### src/hw/rtl/dcoc_pkg.sv
// ----------------------------------------------------------------------------
// dcoc_pkg
// shared types and constants of the digit code occurrence counter
// ----------------------------------------------------------------------------
`default_nettype none

package dcoc_pkg;

  localparam int MAX_ENTRIES_DEF = 64;
  localparam int MAX_DIGITS_DEF  = 16;

  localparam int KEY_W   = 64;
  localparam int LEN_W   = 5;
  localparam int COUNT_W = 16;

  localparam logic [COUNT_W-1:0] COUNT_MAX = '1;

  localparam logic [7:0] CHAR_ZERO = 8'h30;
  localparam logic [7:0] CHAR_NINE = 8'h39;

  localparam logic [1:0] OP_CHAR  = 2'd0;
  localparam logic [1:0] OP_EMPTY = 2'd1;
  localparam logic [1:0] OP_END   = 2'd2;

  localparam logic [1:0] KIND_ENTRY   = 2'd0;
  localparam logic [1:0] KIND_INVALID = 2'd1;
  localparam logic [1:0] KIND_FULL    = 2'd2;

  typedef enum logic [1:0] {
    CELL_HOLD,
    CELL_MATCH,
    CELL_UPDATE,
    CELL_SHIFT
  } cell_cmd_t;

  typedef struct packed {
    cell_cmd_t cmd;
    logic      any_hit;
    logic      full;
  } cell_ctrl_t;

  typedef struct packed {
    logic               valid;
    logic [KEY_W-1:0]   key;
    logic [LEN_W-1:0]   len;
    logic [COUNT_W-1:0] count;
  } entry_t;

  typedef enum logic [1:0] {
    S_IDLE,
    S_LOOKUP,
    S_UPDATE,
    S_DUMP
  } state_t;

endpackage

`default_nettype wire

### src/hw/rtl/dcoc_cell.sv
// ----------------------------------------------------------------------------
// dcoc_cell
// one table entry: compares against the finished code, counts a hit, takes a
// new code when it is the first free cell, and shifts toward the head on readout
// ----------------------------------------------------------------------------
`default_nettype none

module dcoc_cell
  import dcoc_pkg::*;
(
  input  wire logic               clk,
  input  wire logic               rst,
  input  wire cell_ctrl_t         ctrl,
  input  wire logic [KEY_W-1:0]   key_in,
  input  wire logic [LEN_W-1:0]   len_in,
  input  wire logic               prev_valid,
  input  wire entry_t             shift_in,
  output entry_t                  entry,
  output logic                    hit
);

  logic append;

  assign append = !entry.valid && prev_valid && !ctrl.any_hit && !ctrl.full;

  always_ff @(posedge clk) begin
    if (rst) begin
      entry.valid <= 1'b0;
      hit         <= 1'b0;
    end else begin
      case (ctrl.cmd)
        CELL_MATCH: begin
          hit <= entry.valid && (entry.key == key_in) && (entry.len == len_in);
        end
        CELL_UPDATE: begin
          if (ctrl.any_hit) begin
            if (hit && (entry.count != COUNT_MAX)) begin
              entry.count <= entry.count + 1'b1;
            end
          end else if (append) begin
            entry.valid <= 1'b1;
            entry.key   <= key_in;
            entry.len   <= len_in;
            entry.count <= COUNT_W'(1);
          end
        end
        CELL_SHIFT: begin
          entry <= shift_in;
        end
        default: begin
        end
      endcase
    end
  end

endmodule

`default_nettype wire

### config.mk
export PLATFORM = sky130hd
export DESIGN_NAME = dcoc_cell
export DESIGN_NICKNAME = d
export VERILOG_FILES = /design/src/hw/rtl/dcoc_pkg.sv /design/src/hw/rtl/dcoc_cell.sv
export SDC_FILE = /design/constraint.sdc
export NUM_CORES = 1
export LEC_CHECK = 0
export ABC_AREA = 0
export BUFFER_PORTS_ARGS = -buffer_cell sky130_fd_sc_hd__buf_2
export CORE_UTILIZATION = 41
export CTS_BUF_LIST = sky130_fd_sc_hd__clkbuf_4 sky130_fd_sc_hd__clkbuf_8 sky130_fd_sc_hd__clkbuf_16
export DETAILED_ROUTE_END_ITERATION = 8
export MAX_ROUTING_LAYER = met4
export PLACE_DENSITY = 0.84
export REMOVE_ABC_BUFFERS = 1
export SYNTH_ARGS = -nofsm -noshare
export SYNTH_HDL_FRONTEND = slang
export SYNTH_SLANG_ARGS = --single-unit
### constraint.sdc
create_clock -name clk -period 4.3 [get_ports clk]
set_clock_uncertainty 0.1 [all_clocks]
set_input_delay 0.215 -clock clk [delete_from_list [all_inputs] [get_ports clk]]
set_output_delay 0.215 -clock clk [all_outputs]
set_load 0.1 [all_outputs]
==> flow_summary.json <==
{
  "status": "finished, final reports clean",
  "hp-class": "in2reg",
  "crit_chain": "dlygate4sd3_1, buf_2, nand2b_1, nor2_4, buf_12",
  "min_period_ns": 2.30,
  "grt_max_degree": 94,
  "path_max_fanout": 36,
  "slowest_delay_ns": 0.80,
  "cap_viol_max_count": 0,
  "htree_levels": 3,
  "rows": 39,
  "core_area_um2": 11400,
  "postCtsSetupBuffers": 0,
  "clock_latency_ns": 0.33,
  "antenna_cells": 0,
  "cts.repair.resized": 0,
  "area_delta_synth_final_pct": 35.0,
  "drc": 0,
  "cts_buffers": 9,
  "worst_setup_path_start_kind": "input pin",
  "nFillCells": 1032,
  "cts.sinks": 87,
  "drtPass1Iterations": 5,
  "setup_viol": 0,
  "start_util_pct": 42.0,
  "dr_total_vias": 4504,
  "timing.fmax_mhz": 435,
  "globalplace.congestion": 0.879,
  "slew_headroom_pct": 30.3,
  "dieArea_um2": 12100,
  "crit_slowest_cell": "nor2_4",
  "finalHoldViolCount": 0,
  "slew_viol_final": 0,
  "path_class": "in2reg",
  "syn-cell-area_um2": 4800,
  "syn_area_per_cell_um2": 9.37,
  "ios": 249,
  "synth_seq_cells": 87,
  "cpLargestDelayFamily": "buffers and inverters",
  "critPathBufInv": 3,
  "die_x_um": 110,
  "clk_path_buf_depth": 2,
  "viasPerCell": 4.99,
  "yosysTopAreaCellShare_pct": 53.2,
  "power_leakage_nw": 2.96,
  "grt_pass1_wl_mm": 20.3,
  "yosys.area.top_type": "edfxtp_1",
  "syn_inst": 512,
  "io_buffers": 248,
  "overflow": 0,
  "chipHeight_um": 110,
  "layout_common_cells": "buf_2 (248), nand2_1 (211), edfxtp_1 (85)",
  "ys_seq_area_share_pct": 54.1,
  "synth_area_leaders": "edfxtp_1 (53%), nand2_1 (17%), xnor2_1 (9.3%)",
  "wl_per_cell_um": 15.1,
  "cts_tree": "done",
  "yosysWarnings": 0,
  "irDropWorstVdd_v": 0.000187,
  "rsz0062_at_grt": "no",
  "drive_gt1_share_pct": 35.5,
  "fin_area_um2": 6470,
  "antenna_found_initial": 0,
  "drtIter0Drc": 312,
  "period_share_pct": 53.4,
  "wirelength_mm": 13.6,
  "nets": 919,
  "grt_usage_pct": 23.1,
  "final_common_cell": "buf_2",
  "ys_types": 38,
  "placed_cell_area_um2": 6180,
  "p_per_area_nw_per_um2": 349,
  "worstSetupEndpointType": "flip-flop",
  "root_buffer": "clkbuf_16",
  "grt_pass1_vias": 4160,
  "power_mw": 2.26,
  "cp.required_ns": 4.22,
  "clk_pin_slew_ns": 0.06,
  "worstMarginPinSlew_ns": 1.04,
  "cts_hold_buf": 1,
  "arrival_ns": 2.22,
  "postRouteAntennaNets": 0,
  "hpwl_mm": 10.4
}
layout make-up:
class                           count  area, µm²  area share, %
Clock buffer                       10        233           3.60
Multi-Input combinational cell    383       2050           31.6
Clock inverter                      5       50.0          0.773
Inverter                           23       86.3           1.33
Sequential cell                    87       2590           40.1
Tap cell                          143        179           2.76
Timing Repair Buffer              252       1290           19.9
kinds of logic (layout without fill, tap and decap cells):
kind of cell | after synthesis | in the layout | share of synthesized area (%)
XOR/XNOR | 61 | 61 | 11.1
buffers and inverters | 42 | 290 | 3.55
flip-flops | 87 | 87 | 54.1
AO/OA/AOI/OAI | 47 | 47 | 6.60
adder cells (fa/ha/maj) | 1 | 1 | 0.261
AND/OR/NAND/NOR | 274 | 274 | 24.4
cell usage after synthesis, drive strengths merged:
library cell    n
a21o            1
xor2           10
ha              1
clkbuf          9
o2bb2ai         1
nand2b          3
and4b           1
and3            4
a211oi          1
o32ai           1
nor2            8
nand2         212
and2            2
o221ai          1
dfxtp           2
o21ai          23
nor2b          13
xnor2          51
nor3b           1
nand4          15
inv            23
a221o           3
o22ai           7
nor3            1
a31oi           2
nor4            7
o2111ai         1
nand3           7
edfxtp         85
a21oi           1
buf            10
a2111o          5
path summary, 6_finish.rpt:
check / slack [ns] / depth (start not counted) / startpoint / to
worst min register to register: 0.40 / 2 / hit / hit
worst max-delay path: 2.00 / 5 / rst / entry[17]
worst max register to register: 2.21 / 4 / entry[85] / entry[17]
worst min-delay path: 0.04 / 3 / shift_in[74] / entry[74]
sequential cells by signal (all words and copies together), names as in the netlist:
register,cells
entry,86
hit,1
per-layer routing:
metal	part of all wire, %	global-route usage [%]	routed length [µm]
met3	5.8	3.94	796
met4	1.5	8.08	204
met1	44	28.4	5980
met2	49	38.4	6640
met5	0	-	0
metrics by stage:
step	std cells	worst slack, ns	utilization (%)	hold WS [ns]	TNS [ns]
CTS	903	1.96	56.7	0.0307	0
finish	903	2.00	56.7	0.0431	0
floorplan	493	-0.138	-	0.188	-9.52
global route	903	1.85	56.7	0.0405	0
global placement	887	1.94	54.1	0.346	0
detailed placement	887	1.87	54.1	0.346	0
worst reg2reg max path: cells and delay by family, from the launching register on:
family	cells	cell delay (ns)
AOI/OAI and AO/OA	1	0.12
buffers and inverters	2	0.42
DFF	1	0.31
and+or+nand+nor	1	0.83
power breakdown:
group	switching (mW)	total, mW	internal, mW
clock	0.312	0.761	0.449
sequential	0.0221	0.998	0.976
combinational	0.360	0.501	0.142
total	0.694	2.26	1.57
Power figures use the tool's default switching activity.
